`config.mk`:
```
export PLATFORM = sky130hd
export DESIGN_NAME = cht_ctrl
export DESIGN_NICKNAME = d
export VERILOG_FILES = /design/src/rtl/core/cht_pkg.sv /design/src/rtl/core/cht_ctrl.sv
export SDC_FILE = /design/constraint.sdc
export NUM_CORES = 1
export LEC_CHECK = 0
export BUFFER_PORTS_ARGS = -buffer_cell sky130_fd_sc_hd__buf_4
export CAP_MARGIN = 20
export CORE_ASPECT_RATIO = 0.5
export CORE_MARGIN = 3
export CORE_UTILIZATION = 44
export CTS_BUF_LIST = sky130_fd_sc_hd__clkbuf_8 sky130_fd_sc_hd__clkbuf_16
export DETAILED_ROUTE_END_ITERATION = 7
export PLACE_DENSITY = 0.66
export SETUP_SLACK_MARGIN = 0.05
export SLEW_MARGIN = 5
export SYNTH_ARGS = -nofsm -noshare
export SYNTH_HDL_FRONTEND = slang
export SYNTH_SLANG_ARGS = --single-unit
```
`constraint.sdc`:
```
create_clock -name clock -period 4.9 [get_ports clock]
set_input_delay 0.245 -clock clock [delete_from_list [all_inputs] [get_ports clock]]
set_output_delay 0.245 -clock clock [all_outputs]
set_load 0.03 [all_outputs]
```
`src/rtl/core/cht_pkg.sv`:
```
package cht_pkg;

   localparam int SubDepth    = 256;
   localparam int Ways        = 4;
   localparam int SlotCount   = Ways * SubDepth;
   localparam int IdxW        = $clog2(SubDepth);
   localparam int SlotW       = $clog2(SlotCount);
   localparam int KeyMaxBytes = 8;
   localparam int KeyW        = 8 * KeyMaxBytes;
   localparam int ValueWidth  = 32;
   localparam int WordW       = 1 + KeyW + 4 + ValueWidth;  // valid, key, length, value
   localparam int MaxKicks    = 32;
   localparam int KickW       = $clog2(MaxKicks + 2);
   localparam int LogW        = $clog2(MaxKicks + 1);
   localparam int CountW      = 11;
   localparam int SizeW       = 9;

   localparam logic [1:0] KIND_INSERT = 2'd0;
   localparam logic [1:0] KIND_LOOKUP = 2'd1;
   localparam logic [1:0] KIND_REMOVE = 2'd2;
   localparam logic [1:0] KIND_NONE   = 2'd3;

   localparam logic [1:0] ST_OK       = 2'd0;
   localparam logic [1:0] ST_REPLACED = 2'd1;
   localparam logic [1:0] ST_ABSENT   = 2'd2;
   localparam logic [1:0] ST_FULL     = 2'd3;

   typedef struct packed {
      logic [1:0]                  kind;
      logic [8*KeyMaxBytes-1:0]    key_bytes;
      logic [3:0]                  key_length;
      logic [ValueWidth-1:0]       value_in;
   } req_type;

   typedef struct packed {
      logic [1:0]            status;
      logic [ValueWidth-1:0] value_out;
      logic [CountW-1:0]     occupancy;
   } rsp_type;

   // datapath operations
   typedef enum logic [3:0] {
      OP_NONE    = 4'd0,
      OP_LOAD    = 4'd1,  // capture request into the hand
      OP_HASH    = 4'd2,  // start hashing the hand for way_sel
      OP_READ    = 4'd3,  // issue memory read at hashed slot
      OP_SETVAL  = 4'd4,  // overwrite value at matched slot
      OP_CLRVAL  = 4'd5,  // clear valid at matched slot
      OP_SWAP    = 4'd6,  // write hand into slot, read data becomes hand
      OP_UNDO    = 4'd7,  // read the newest logged slot for undo
      OP_USWAP   = 4'd8,  // swap at undo slot
      OP_LOOKVAL = 4'd9,  // latch value of match
      OP_INIT    = 4'd10  // clear one slot of the clearing pass
   } op_type;

   typedef struct packed {
      op_type     op;
      logic [1:0] way_sel;
      logic       cnt_inc;
      logic       cnt_dec;
   } cmd_type;

   typedef struct packed {
      logic hash_done;
      logic match;     // read slot valid and key equal to request
      logic hand_free; // hand holds an empty cell
      logic hand_own;  // hand holds the request key
      logic kick_max;
      logic log_empty;
      logic init_last; // clearing pass at its last slot
   } sts_type;

endpackage

```
`src/rtl/core/cht_ctrl.sv`:
```
module cht_ctrl (
   input  logic              clock,
   input  logic              reset,
   input  logic              start,
   input  logic [1:0]        kind,
   input  cht_pkg::sts_type  sts,
   output cht_pkg::cmd_type  cmd,
   output logic              busy,
   output logic              done,
   output logic [1:0]        status
);
   typedef enum logic [13:0] {
      S_INIT  = 14'b00000000000001,
      S_IDLE  = 14'b00000000000010,
      S_PHASH = 14'b00000000000100,
      S_PWAIT = 14'b00000000001000,
      S_PREAD = 14'b00000000010000,
      S_PCHK  = 14'b00000000100000,
      S_KHASH = 14'b00000001000000,
      S_KWAIT = 14'b00000010000000,
      S_KREAD = 14'b00000100000000,
      S_KSWAP = 14'b00001000000000,
      S_KCHK  = 14'b00010000000000,
      S_UNDO  = 14'b00100000000000,
      S_USWAP = 14'b01000000000000,
      S_FIN   = 14'b10000000000000
   } state_type;

   state_type st_ff, st_in;
   logic [1:0] kind_ff, kind_in;
   logic [1:0] way_ff, way_in;
   logic [1:0] stat_ff, stat_in;

   always_comb begin
      st_in   = st_ff;
      kind_in = kind_ff;
      way_in  = way_ff;
      stat_in = stat_ff;
      cmd     = '{op: cht_pkg::OP_NONE, way_sel: way_ff, cnt_inc: 1'b0, cnt_dec: 1'b0};
      case (st_ff)
         S_INIT: begin
            // clearing pass over every slot after reset
            cmd.op = cht_pkg::OP_INIT;
            if (sts.init_last) st_in = S_IDLE;
         end
         S_IDLE: begin
            if (start) begin
               cmd.op  = cht_pkg::OP_LOAD;
               kind_in = kind;
               way_in  = 2'd0;
               st_in   = (kind == cht_pkg::KIND_NONE) ? S_FIN : S_PHASH;
               stat_in = cht_pkg::ST_ABSENT;
            end
         end
         S_PHASH: begin
            cmd.op = cht_pkg::OP_HASH;
            st_in  = S_PWAIT;
         end
         S_PWAIT: if (sts.hash_done) st_in = S_PREAD;
         S_PREAD: begin
            cmd.op = cht_pkg::OP_READ;
            st_in  = S_PCHK;
         end
         S_PCHK: begin
            if (sts.match) begin
               st_in = S_FIN;
               case (kind_ff)
                  cht_pkg::KIND_INSERT: begin
                     cmd.op  = cht_pkg::OP_SETVAL;
                     stat_in = cht_pkg::ST_REPLACED;
                  end
                  cht_pkg::KIND_LOOKUP: begin
                     cmd.op  = cht_pkg::OP_LOOKVAL;
                     stat_in = cht_pkg::ST_OK;
                  end
                  default: begin
                     cmd.op      = cht_pkg::OP_CLRVAL;
                     cmd.cnt_dec = 1'b1;
                     stat_in     = cht_pkg::ST_OK;
                  end
               endcase
            end else if (way_ff != 2'd3) begin
               way_in = way_ff + 2'd1;
               st_in  = S_PHASH;
            end else if (kind_ff == cht_pkg::KIND_INSERT) begin
               way_in = 2'd0;
               st_in  = S_KHASH;
            end else st_in = S_FIN;
         end
         S_KHASH: begin
            cmd.op = cht_pkg::OP_HASH;
            st_in  = S_KWAIT;
         end
         S_KWAIT: if (sts.hash_done) st_in = S_KREAD;
         S_KREAD: begin
            cmd.op = cht_pkg::OP_READ;
            st_in  = S_KSWAP;
         end
         S_KSWAP: begin
            cmd.op = cht_pkg::OP_SWAP;
            st_in  = S_KCHK;
         end
         S_KCHK: begin
            // hand now holds the cell taken out
            if (sts.hand_free) begin
               cmd.cnt_inc = 1'b1;
               stat_in     = cht_pkg::ST_OK;
               st_in       = S_FIN;
            end else if (sts.hand_own) begin
               stat_in = cht_pkg::ST_FULL;
               st_in   = S_FIN;
            end else if (sts.kick_max) begin
               stat_in = cht_pkg::ST_FULL;
               st_in   = S_UNDO;
            end else begin
               way_in = way_ff + 2'd1;
               st_in  = S_KHASH;
            end
         end
         S_UNDO: begin
            cmd.op = cht_pkg::OP_UNDO;
            st_in  = S_USWAP;
         end
         S_USWAP: begin
            cmd.op = cht_pkg::OP_USWAP;
            st_in  = sts.log_empty ? S_FIN : S_UNDO;
         end
         S_FIN: st_in = S_IDLE;
         default: st_in = S_IDLE;
      endcase
   end

   always_ff @(posedge clock) begin
      if (reset) st_ff <= S_INIT;
      else st_ff <= st_in;
      kind_ff <= kind_in;
      way_ff  <= way_in;
      stat_ff <= stat_in;
   end

   assign busy   = (st_ff != S_IDLE);
   assign done   = (st_ff == S_FIN);
   assign status = stat_ff;
endmodule

```
==> results.md, run 1 <==
* Seq/Total Area, Yosys at 0.3629
* Number of global-route vias before repair at approximately 1100
* Req. time, crit path at 4.66 ns
* Status: complete, no violations
* Synthesized area at 0.001269 mm²
* Post-Syn Instances at 155
* Critical path class: flip-flop to output port
* EDFF count, synth at 6
* Post-DP Area at between 0.001 and 0.0015 mm²
* Number of buffers added to fix hold violations after cts at 0
* Min Clock Period, post-route at around 2.8 ns
* Fraction of met2 tracks used by global routing at 0.2745
* Post-detail-place hpwl at 2553 µm
* Synth cell types at 40
* GR met3 Demand/Resource at 0.05602
* Remaining routing DRC violations at 0
* Vias/cell at 5.957
* Sort of element at the start of the critical path: flip-flop
* Weighted congestion at the end of routability-driven global placement at 0.8780
* Nets at 188
* Detailed-route wire length per cell at 15.67 µm
* Number of nets in the synthesized netlist at 168
* Congestion Overflow GR at 0
* Synth area leaders: sky130_fd_sc_hd__dfxtp_1 22%, sky130_fd_sc_hd__edfxtp_1 14%, sky130_fd_sc_hd__nor4_1 4.9%
* Core area at ~0.0027 mm²
* Global route hottest layer: met1
* Cell-by-cell listing of the critical path: nor4_1 > nand2_1 > nor2_1 > a21oi_1 > o21ai_0 > buf_4
* Clock buffer count from CTS at 3
* Worst vdd ir at 100.2 µV
* I/O pin count at 24
* Delay contributed by the slowest stage of the critical path at 0.71 ns
* Type of the tightest min-delay check: primary input to flip-flop
* Final worst-path cycle share at 0.5622
* Post-DRT Antenna Nets at 0
* Worst-case clock buffer depth at 2
* Most numerous cell in the Yosys netlist: sky130_fd_sc_hd__dfxtp_1
* Aggregate global-route resource usage at 0.1955
* TritonCTS clock tree: built
* Max-cap viol count at 0
* Worst Max-Slew Pin Slew at between 0.7 and 0.8 ns
* Power density of the placed cells at about 230 mW/mm²
* Post-Synthesis Mean Instance Area at 8.185 µm²
* Setup Skew at 0.006672 ns
* Detailed-router iteration count before antenna repair at 4
* Highest clock rate at 363.0 MHz
* CTS H-tree lvls at 1
* Register bit count reported by yosys at 20
* Area growth from synthesis to final layout at 18.44%
* Global-route wire length before repair at 5188 µm
* Filler cells at 257
* Die span in x at just over 80 µm
* Design area at 0.001503 mm²
* Endpoint type of the worst setup path: output port
* Fraction of final layout cells with drive strength greater than 1 at 0.2069
* Share of flip-flops with an asynchronous set or reset at 0
* Sink count of the clock tree at 20
* CP max stage cell: sky130_fd_sc_hd__nor4_1
* Share of the synthesized area in the top cell type at 0.2209
* Slew HR at 0.4936
* Library cell with the largest summed area after synthesis: sky130_fd_sc_hd__dfxtp_1
* Data arrival time of the worst path at 2.51 ns
* Number of placed instances, taps included at 206
* Top FF cell, synth: sky130_fd_sc_hd__dfxtp_1
* Number of pins exceeding their max-slew limit in the final report at 0
* Resized cells post-CTS at 0
* Register clock-pin slew on the reported worst setup and hold paths at 0.08 ns
* Multi-input gate area in the final layout at roughly 740 µm²
* Final std cells w/o fill at 211
* Site row count at 13
* Worst-path maximum fanout at 10
* Number of antenna violations at the first check in global routing at 0
* Number of vias in the routed layout at between 1000 and 1500
* Die outline height at 43.97 µm
* Post-Route Setup TNS at 0 ns
* Overall die area at 0.003603 mm²
* Most frequent cells after synthesis: 14 x sky130_fd_sc_hd__dfxtp_1, 12 x sky130_fd_sc_hd__nor2_1, 10 x sky130_fd_sc_hd__a21oi_1, 10 x sky130_fd_sc_hd__nor4_1
* Diode count at 0
* Hold violation total from the final report at 0
* DRT iter0 DRCs at 79
* Reported leakage power at 0.6128 nW
* Pin count of the biggest net entering global routing at 12
* Yosys warnings at 0
* Number of setup buffers added after CTS at 0
* Initial standard-cell utilization of the core at 0.4756
* Final setup vio count at 0
* Setup repair after global routing missed its margin: no
* GR Layer Usage met1 at 0.2947
* Routed WL at 3307 µm
* Clk_lat worst skew at 0.27 ns
* Number of buffer cells added on primary ports at 23
* FF+latch area at 460.4 µm²
* Root buf cell: sky130_fd_sc_hd__clkbuf_8
==> cell type report <==
cell class	count	area share
Clock buffer	3	0.02748
Clock inverter	1	0.002498
Inverter	8	0.01998
Multi-Input combinational cell	118	0.4946
Sequential cell	20	0.3064
Tap cell	37	0.03081
Timing Repair Buffer	24	0.1182
==> state kept, by name (all words and copies together) (netlist names) <==
name	cells
st_ff	14
kind_ff	2
status	2
way_ff	2
==> cell families (layout without fill, tap and decap cells) <==
logic type / Yosys count / count (layout) / synth area share
and+or+nand+nor: 85 / 85 / 0.4024
AOI/OAI and AO/OA: 26 / 26 / 0.1322
DFF: 20 / 20 / 0.3629
buffers and inverters: 17 / 36 / 0.05128
xor gates and xnor gates: 6 / 6 / 0.04142
adders and majority gates: 1 / 1 / 0.009860
==> critical path: cells and delay by family (launching register included) <==
kind	cells	cell delay [ns]
DFF	1	0.40
and+or+nand+nor	3	1.42
buffers and inverters	1	0.18
AOI/OAI and AO/OA	2	0.23
==> layer usage <==
metal	wire length, µm	share of wire
met5	0	0
met2	1416	0.43
met4	13	0.0039
met1	1619	0.49
met3	257	0.078
==> placed cells by master (no fill, tap or decap), drive strengths merged, types with 5 or more instances in the layout <==
cell,count
edfxtp,6
inv,8
nand2,7
dfxtp,14
nor2,12
or2,5
or4,7
nor3,8
o21ai,5
nor4,10
a21oi,10
nand3,5
buf,23
nand4,7
==> stage by stage <==
stage	hold WS, ns	power, mW	util	setup WS [ns]
after floorplan	0.3141	0.2174	-	2.017
after global placement	0.4430	0.2416	0.5446	2.346
after detailed placement	0.4448	0.2416	0.5446	2.213
after CTS	0.1686	0.3528	0.5614	2.089
after global routing	0.1614	0.3661	0.5633	1.987
final	0.1697	0.3523	0.5633	2.145
==> path summary, 6_finish.rpt <==
path	start	endpoint	slack (ns)	cells after the start
worst max-delay path	st_ff[10]	cmd[4]	2.15	6
worst max register to register	st_ff[10]	status[1]	2.27	5
worst min-delay path	kind[1]	kind_ff[1]	0.17	1
worst min register to register	st_ff[7]	st_ff[7]	0.56	2
==> where the power goes <==
group | switching (mW) | leakage [nW] | internal, mW
logic | 0.0339 | 0.423 | 0.0254
clock network | 0.0583 | 0.0231 | 0.0560
registers | 0.00481 | 0.167 | 0.174
total | 0.0969 | 0.613 | 0.255
Note: power is estimated with default switching activity, not from simulation.
==> inputs of run 2 (changes only) <==
--- a/config.mk
+++ b/config.mk
@@ -5,6 +5,7 @@
 export SDC_FILE = /design/constraint.sdc
 export NUM_CORES = 1
 export LEC_CHECK = 0
+export ABC_AREA = 1
 export BUFFER_PORTS_ARGS = -buffer_cell sky130_fd_sc_hd__buf_4
 export CAP_MARGIN = 20
 export CORE_ASPECT_RATIO = 0.5
@@ -12,7 +13,7 @@
 export CORE_UTILIZATION = 44
 export CTS_BUF_LIST = sky130_fd_sc_hd__clkbuf_8 sky130_fd_sc_hd__clkbuf_16
 export DETAILED_ROUTE_END_ITERATION = 7
-export PLACE_DENSITY = 0.66
+export PLACE_DENSITY = 0.68
 export SETUP_SLACK_MARGIN = 0.05
 export SLEW_MARGIN = 5
 export SYNTH_ARGS = -nofsm -noshare
==> constraint.sdc (replaced) <==
create_clock -name clock -period 2.4 [get_ports clock]
set_input_delay 0.12 -clock clock [delete_from_list [all_inputs] [get_ports clock]]
set_output_delay 0.12 -clock clock [all_outputs]
set_load 0.03 [all_outputs]
==> run 2 against run 1 <==
Effect of this change:
- design area increased by 7.2%
- worst hold slack got worse by 0.12 ns
- wire length down 8.8%
- final cell count grew 20%
- global-route usage fell by 2.2 points
- sequential share of layout area down 2.0 points
- worst setup slack got worse by 1.6 ns
- clock power is 96% higher
- sequential power grew 110%
- clock skew down 0.0026 ns
- via count is 1.0% lower
- first-iteration DRC count is 10% lower
- critical endpoint unchanged
- largest power group unchanged
- highest routed layer unchanged
==> results.md, run 2 <==
* Worst vdd ir at 279.2 µV (+180%)
* Worst Max-Slew Pin Slew at 0.3429 ns (-0.4098 ns)
* Post-Route Setup TNS at 0 ns (unchanged)
* Status: complete, no violations
* Fraction of final layout cells with drive strength greater than 1 at 0.3148 (+0.1079)
* Post-synthesis mux area share at 0 (unchanged)
* Filler cells at 293 (+14%)
* Remaining routing DRC violations at 0 (unchanged)
* Global-route wire length before repair at 5106 µm (-1.6%)
* Biggest register: st_ff
* Overall die area at 0.003838 mm² (+6.5%)
* Sink count of the clock tree at 20 (unchanged)
* Number of placed instances, taps included at 249 (+21%)
* EDFF count, synth at 6 (unchanged)
* Power density of the placed cells at 487.6 mW/mm² (+110%)
* Flip-flop count of the largest register after layout at 14 (unchanged)
* Reg-to-reg critical path startpoint: st_ff[7]
* Number of nets in the synthesized netlist at 204 (+21%)
* Resized cells post-CTS at 0 (unchanged)
* Number of pins exceeding their max-slew limit in the final report at 0 (unchanged)
* Post-detail-place hpwl at 2535 µm (-0.69%)
* FF+latch area at 460.4 µm² (unchanged)
* Worst-case clock buffer depth at 2 (unchanged)
* Sort of element at the start of the critical path: flip-flop
* Type of the tightest min-delay check: primary input to flip-flop
* WHS Path Cells at 1 (unchanged)
* Die outline height at 45.33 µm (+3.1%)
* Synthesized area at 0.001361 mm² (+7.3%)
* Largest family of logic cells by synthesized area: simple AND/OR/NAND/NOR gates
* Most frequent standard cell in the layout excluding fill and tap cells: sky130_fd_sc_hd__nand2_1
* Worst hold-check slack at 0.05326 ns (-0.1165 ns)
* Number of buffers added to fix hold violations after cts at 0 (unchanged)
* Routed WL at 3015 µm (-8.8%)
* Congestion Overflow GR at 0 (unchanged)
* Site row count at 13 (unchanged)
* Worst-path maximum fanout at 6 (-4)
* Commonest cells after routing, fill and taps aside: 37 x sky130_fd_sc_hd__nand2_1, 31 x sky130_fd_sc_hd__nor2_1, 23 x sky130_fd_sc_hd__buf_4
* Most numerous cell in the Yosys netlist: sky130_fd_sc_hd__nand2_1
* Number of global-route vias before repair at 1127 (+5.1%)
* Post-DP Area at 0.001565 mm² (+7.8%)
* Pin count of the biggest net entering global routing at 14 (+2)
* Post-Syn Instances at 191 (+23%)
* Worst min-delay path startpoint: kind[0]
* Number of vias in the routed layout at 1244 (-1.0%)
* Synth cell types at 32 (-20%)
* Data arrival time of the worst path at 1.76 ns (-0.75 ns)
* Critical path class: flip-flop to output port
* Reported leakage power at 0.7682 nW (+25%)
* Final worst-path cycle share at 0.7842
* Sink of the worst hold path: kind_ff[0]
* Detailed-route wire length per cell at 11.92 µm (-24%)
* Register-to-Register Path Depth at 7 (+2)
* Setup repair after global routing missed its margin: no
* Top FF cell, synth: sky130_fd_sc_hd__dfxtp_1
* Min Clock Period, post-route at 1.882 ns
* Area growth from synthesis to final layout at 18.29%
* Clk_lat worst skew at 0.26 ns (about the same)
* Final setup vio count at 0 (unchanged)
* Nets at 230 (+22%)
* Vias/cell at 4.917 (-17%)
* Final design utilization at 0.5824 (+0.01903)
* Multi-input gate area in the final layout at 769.5 µm² (+3.5%)
* Setup Skew at 0.004063 ns (-0.002609 ns)
* Most frequent cells after synthesis: 37 x sky130_fd_sc_hd__nand2_1, 31 x sky130_fd_sc_hd__nor2_1, 21 x sky130_fd_sc_hd__inv_1
* Synth area leaders: sky130_fd_sc_hd__dfxtp_1 21%, sky130_fd_sc_hd__edfxtp_1 13%, sky130_fd_sc_hd__nand2_1 10%
* TritonCTS clock tree: built
* Final std cells w/o fill at 253 (+20%)
* Post-synthesis simple-gate area fraction at 0.4816 (+0.07925)
* Initial standard-cell utilization of the core at 0.4923 (+0.01670)
* Weighted congestion at the end of routability-driven global placement at 0.9032 (+2.9%)
* Post-DRT Antenna Nets at 0 (unchanged)
* Aggregate global-route resource usage at 0.1736 (-0.02189)
* Register-to-register path setup slack at 0.60 ns (-1.67 ns)
* Post-Synthesis Mean Instance Area at 7.127 µm² (-13%)
* Register bit count reported by yosys at 20 (unchanged)
* Number of setup buffers added after CTS at 0 (unchanged)
* Register clock-pin slew on the reported worst setup and hold paths at 0.07 ns (about the same)
* Number of antenna violations at the first check in global routing at 0 (unchanged)
* Synthesized-area fraction occupied by xor and xnor cells at 0 (-0.04142)
* Arithmetic-cell share of the synthesized area counting full adders, half adders and majority gates at 0.009191 (-0.0006708)
* Highest clock rate at between 500 and 600 MHz
* Endpoint type of the worst setup path: output port
* Slew HR at 0.7709 (+0.2774)
* RR Endpoint: status[0]
* Yosys warnings at 0 (unchanged)
* Share of the synthesized area in the top cell type at 0.2059 (-0.01502)
* Design area at 0.001610 mm² (+7.2%)
* DRT iter0 DRCs at 71 (-10%)
* Root buf cell: sky130_fd_sc_hd__clkbuf_8
* Number of buffer cells added on primary ports at 23 (unchanged)
* Req. time, crit path at 2.28 ns (-2.38 ns)
* Die span in x at 84.66 µm (+3.3%)
* Compound-gate portion of the synthesized area at 0.07445 (-0.05770)
* Library cell with the largest summed area after synthesis: sky130_fd_sc_hd__dfxtp_1
* Core area at 0.002765 mm² (+3.7%)
* I/O pin count at 24 (unchanged)
* Seq/Total Area, Yosys at 0.3382 (-0.02468)
* Hold violation total from the final report at 0 (unchanged)
* Detailed-router iteration count before antenna repair at 4 (unchanged)
* Max-cap viol count at 0 (unchanged)
* CTS H-tree lvls at 1 (unchanged)
* Share of flip-flops with an asynchronous set or reset at 0 (unchanged)
* Diode count at 0 (unchanged)
* Clock buffer count from CTS at 3 (unchanged)
[run 2: worst max-delay path, cell delays in order (launching register included)]
cell                      delay, ns
sky130_fd_sc_hd__dfxtp_1       0.34
sky130_fd_sc_hd__nor2_2        0.15
sky130_fd_sc_hd__nand2_2       0.16
sky130_fd_sc_hd__nor2_2        0.21
sky130_fd_sc_hd__nand2_2       0.10
sky130_fd_sc_hd__nor2_1        0.21
sky130_fd_sc_hd__nor3_1        0.07
sky130_fd_sc_hd__o21ai_1       0.09
sky130_fd_sc_hd__buf_4         0.18
[run 2: how the worst max path moves through the flow]
| stage | startpoint | to | slack [ns] | cells past startpoint |
|---|---|---|---|---|
| 2_1_floorplan | st_ff[10] | status[0] | 0.71 | 8 |
| 4_1_cts | st_ff[7] | cmd[4] | 0.53 | 8 |
| 3_3_place_gp | st_ff[7] | status[1] | 0.65 | 7 |
| 6_report | st_ff[7] | cmd[4] | 0.52 | 8 |
| 5_1_grt | st_ff[8] | cmd[4] | 0.38 | 8 |
| 3_5_place_dp | st_ff[7] | status[1] | 0.64 | 7 |
[run 2: per-stage QoR]
step | setup WS, ns | power [mW]
finish | 0.5178 | 0.7851
global route | 0.3823 | 0.8258
CTS | 0.5335 | 0.7924
detailed placement | 0.6411 | 0.5683
global placement | 0.6479 | 0.5687
floorplan | 0.7071 | 0.5086
[run 2: power breakdown]
group	switching (mW)	leakage, nW	internal, mW
combinational	0.124	0.574	0.0655
clock	0.110	0.0269	0.114
sequential	0.0103	0.167	0.361
[run 2: final cells by class]
cell class / count / share of cell area
tap: 37 / 0.02875
clock inverter: 1 / 0.002331
clock buffer: 3 / 0.02564
inverter: 29 / 0.07226
multi-input combinational: 140 / 0.4779
timing repair buffer: 23 / 0.1072
sequential: 20 / 0.2859
[run 2: routing by layer]
metal | vias to the layer above | wire length, µm | GRT usage
met2 | 27 | 1243 | 0.2691
met1 | 556 | 1530 | 0.2533
li1 | 659 | - | -
met5 | - | 0 | 0
met3 | 2 | 235 | 0.04918
met4 | 0 | 6 | 0.009464
[run 2: kinds of logic after synthesis]
logic type	after synthesis
buffers and inverters	31
flip-flops	20
AND/OR/NAND/NOR	122
adder cells (fa/ha/maj)	1
AO/OA/AOI/OAI	17
==> inputs of run 3 (changes only) <==
--- a/config.mk
+++ b/config.mk
@@ -13,7 +13,7 @@
 export CORE_UTILIZATION = 44
 export CTS_BUF_LIST = sky130_fd_sc_hd__clkbuf_8 sky130_fd_sc_hd__clkbuf_16
 export DETAILED_ROUTE_END_ITERATION = 7
-export PLACE_DENSITY = 0.68
+export PLACE_DENSITY = 0.65
 export SETUP_SLACK_MARGIN = 0.05
 export SLEW_MARGIN = 5
 export SYNTH_ARGS = -nofsm -noshare
==> constraint.sdc (replaced) <==
create_clock -name clock -period 1.85 [get_ports clock]
set_input_delay 0.0925 -clock clock [delete_from_list [all_inputs] [get_ports clock]]
set_output_delay 0.0925 -clock clock [all_outputs]
set_load 0.03 [all_outputs]
==> run 3 against run 2 <==
Effect of this change:
- register-to-register slack got worse by 0.47 ns
- largest cell class unchanged
- worst setup slack worse by 0.47 ns
- design area up 9.0%
- die area is the same
- count of clock-buffer cells in the layout unchanged
- combinational power rose by 36%
==> results.md, run 3 (synthesis results as in run 2) <==
* Register clock-pin slew on the reported worst setup and hold paths at 0.08 ns (about the same)
* Flip-flop count of the largest register after layout at 14 (unchanged)
* Root buf cell: sky130_fd_sc_hd__clkbuf_8
* Number of buffer cells added on primary ports at 23 (unchanged)
* Design area at 0.001755 mm² (+9.0%)
* Clk_lat worst skew at 0.26 ns (about the same)
* Sort of element at the start of the critical path: flip-flop
* Post-layout worst setup margin at 0.04544 ns (-0.4724 ns)
* Worst vdd ir at 367.4 µV (+32%)
* TritonCTS clock tree: built
* Pin count of the biggest net entering global routing at 12 (-2)
* Detailed-router iteration count before antenna repair at 4 (unchanged)
* Power density of the placed cells at 593.8 mW/mm² (+22%)
* Number of buffers added to fix hold violations after cts at 0 (unchanged)
* Top routing layer in use: met4
* Most frequent standard cell in the layout excluding fill and tap cells: sky130_fd_sc_hd__nand2_1
* Number of antenna violations at the first check in global routing at 0 (unchanged)
* Final worst-path cycle share at 0.9754
* Nets at 238 (+3.5%)
* Post-DRT Antenna Nets at 0 (unchanged)
* Endpoint type of the worst setup path: output port
* Post-detail-place hpwl at 2545 µm (+0.37%)
* Overall die area at 0.003838 mm² (unchanged)
* Core area at 0.002765 mm² (unchanged)
* Worst-case clock buffer depth at 2 (unchanged)
* Min Clock Period, post-route at roughly 1.8 ns
* Status: complete, no violations
* Clock buffer count from CTS at 3 (unchanged)
* Met2 wirelength from detailed routing at 1366 µm (+9.9%)
* Worst Max-Slew Pin Slew at 0.3888 ns (+0.04599 ns)
* Setup repair after global routing missed its margin: yes
* Aggregate global-route resource usage at 0.1760 (+0.002406)
* Setup Skew at 0.006485 ns (+0.002422 ns)
* Critical path class: flip-flop to output port
* Req. time, crit path at 1.76 ns (-0.52 ns)
* WL met1 at 1593 µm (+4.1%)
* Final std cells w/o fill at 261 (+3.2%)
* I/O pin count at 24 (unchanged)
* Placement-stage worst setup slack at 0.05002 ns (-0.5911 ns)
* Detailed-route wire length per cell at 12.32 µm (+3.4%)
* DRT iter0 DRCs at 64 (-9.9%)
* Final setup vio count at 0 (unchanged)
* Site row count at 13 (unchanged)
* Number of vias in the routed layout at 1265 (+1.7%)
* Die outline height at 45.33 µm (unchanged)
* Routed WL at 3215 µm (+6.6%)
* Vias/cell at 4.847 (-1.4%)
* Fraction of final layout cells with drive strength greater than 1 at 0.3884 (+0.07358)
* Reported leakage power at 0.8312 nW (+8.2%)
* Biggest register: st_ff
* Commonest cells after routing, fill and taps aside: 35 x sky130_fd_sc_hd__nand2_1, 30 x sky130_fd_sc_hd__nor2_1, 30 x sky130_fd_sc_hd__buf_4
* Initial standard-cell utilization of the core at 0.4923 (unchanged)
* Number of placed instances, taps included at 250 (+0.40%)
* Met3 routed wirelength at 236 µm (+0.43%)
* Number of global-route vias before repair at 1107 (-1.8%)
* Congestion Overflow GR at 0 (unchanged)
* Post-DP Area at 0.001573 mm² (+0.48%)
* Diode count at 0 (unchanged)
* Weighted congestion at the end of routability-driven global placement at 0.8293 (-8.2%)
* Area growth from synthesis to final layout at 28.95%
* Sink count of the clock tree at 20 (unchanged)
* Type of the tightest min-delay check: primary input to flip-flop
* Global-route wire length before repair at 5181 µm (+1.5%)
* Worst hold-check slack at 0.02039 ns (-0.03287 ns)
* CTS H-tree lvls at 1 (unchanged)
* Highest clock rate at 554.2 MHz
* Remaining routing DRC violations at 0 (unchanged)
* Data arrival time of the worst path at 1.71 ns (-0.05 ns)
* Hold violation total from the final report at 0 (unchanged)
* Max-cap viol count at 0 (unchanged)
* Slew HR at 0.7380 (-0.03290)
* Worst-path maximum fanout at 5 (-1)
* Die span in x at 84.66 µm (unchanged)
* Number of pins exceeding their max-slew limit in the final report at 0 (unchanged)
==> run 3: cell types whose count changed in the layout (fill, tap and decap cells not counted), moves of 2 or more <==
cell	delta
sky130_fd_sc_hd__nor2_2	-5
sky130_fd_sc_hd__buf_4	+7
sky130_fd_sc_hd__dfxtp_1	-5
sky130_fd_sc_hd__nor2_4	+6
sky130_fd_sc_hd__nand2_1	-2
sky130_fd_sc_hd__dfxtp_2	+4
==> run 3: path summary, 6_finish.rpt <==
path / cells past startpoint / from / slack [ns] / to
setup / recovery: 9 / st_ff[11] / 0.05 / cmd[6]
hold / removal: 1 / kind[0] / 0.02 / kind_ff[0]
setup reg to reg: 8 / st_ff[11] / 0.13 / status[0]
hold reg to reg: 2 / st_ff[7] / 0.54 / st_ff[7]
==> run 3: stage by stage <==
| step | total power [mW] | TNS (ns) | util |
|---|---|---|---|
| after floorplan | 0.6599 | 0 | - |
| after global placement | 0.7389 | 0 | 0.5688 |
| after global routing | 1.092 | -0.03332 | 0.6348 |
| after CTS | 1.041 | 0 | 0.5896 |
| after detailed placement | 0.7394 | 0 | 0.5688 |
| final | 1.042 | 0 | 0.6348 |
==> run 3: layout make-up <==
type	instances	area [µm²]
clock buffers	3	41.29
clock inverters	1	3.754
multi-input cells	140	833.3
inverters	29	116.4
fillers	260	1010
repair buffers	31	245.2
flip-flops and latches	20	469.2
well taps	37	46.29
==> run 3: where the power goes <==
group	total (mW)	switching (mW)	internal (mW)
sequential	0.480	0.0141	0.466
clock	0.303	0.155	0.148
combinational	0.259	0.170	0.0893
==> run 3: worst max-delay path: stages, from the launching register on <==
cell and delay [ns]:
sky130_fd_sc_hd__dfxtp_2 0.34, sky130_fd_sc_hd__nor2_4 0.15, sky130_fd_sc_hd__nand2_4 0.09, sky130_fd_sc_hd__nor2_8 0.13, sky130_fd_sc_hd__buf_12 0.12, sky130_fd_sc_hd__nand2_8 0.05, sky130_fd_sc_hd__nor2_4 0.11, sky130_fd_sc_hd__inv_2 0.05
sky130_fd_sc_hd__o211ai_1 0.20, sky130_fd_sc_hd__buf_4 0.20
==> run 3: layer usage <==
metal | vias up | track usage
met1 | 553 | 0.2511
met3 | 2 | 0.04736
met4 | 0 | 0.04732
met2 | 32 | 0.2644
met5 | - | 0
li1 | 678 | -
==> run 3: timing repair <==
item                                    in CTS  in global routing
buffers inserted                             0                  7
endpoints found under the setup margin       4                  7
pin swaps                                    0                 10
resized for setup                            3                 17
hold endpoints to repair                     0                  0
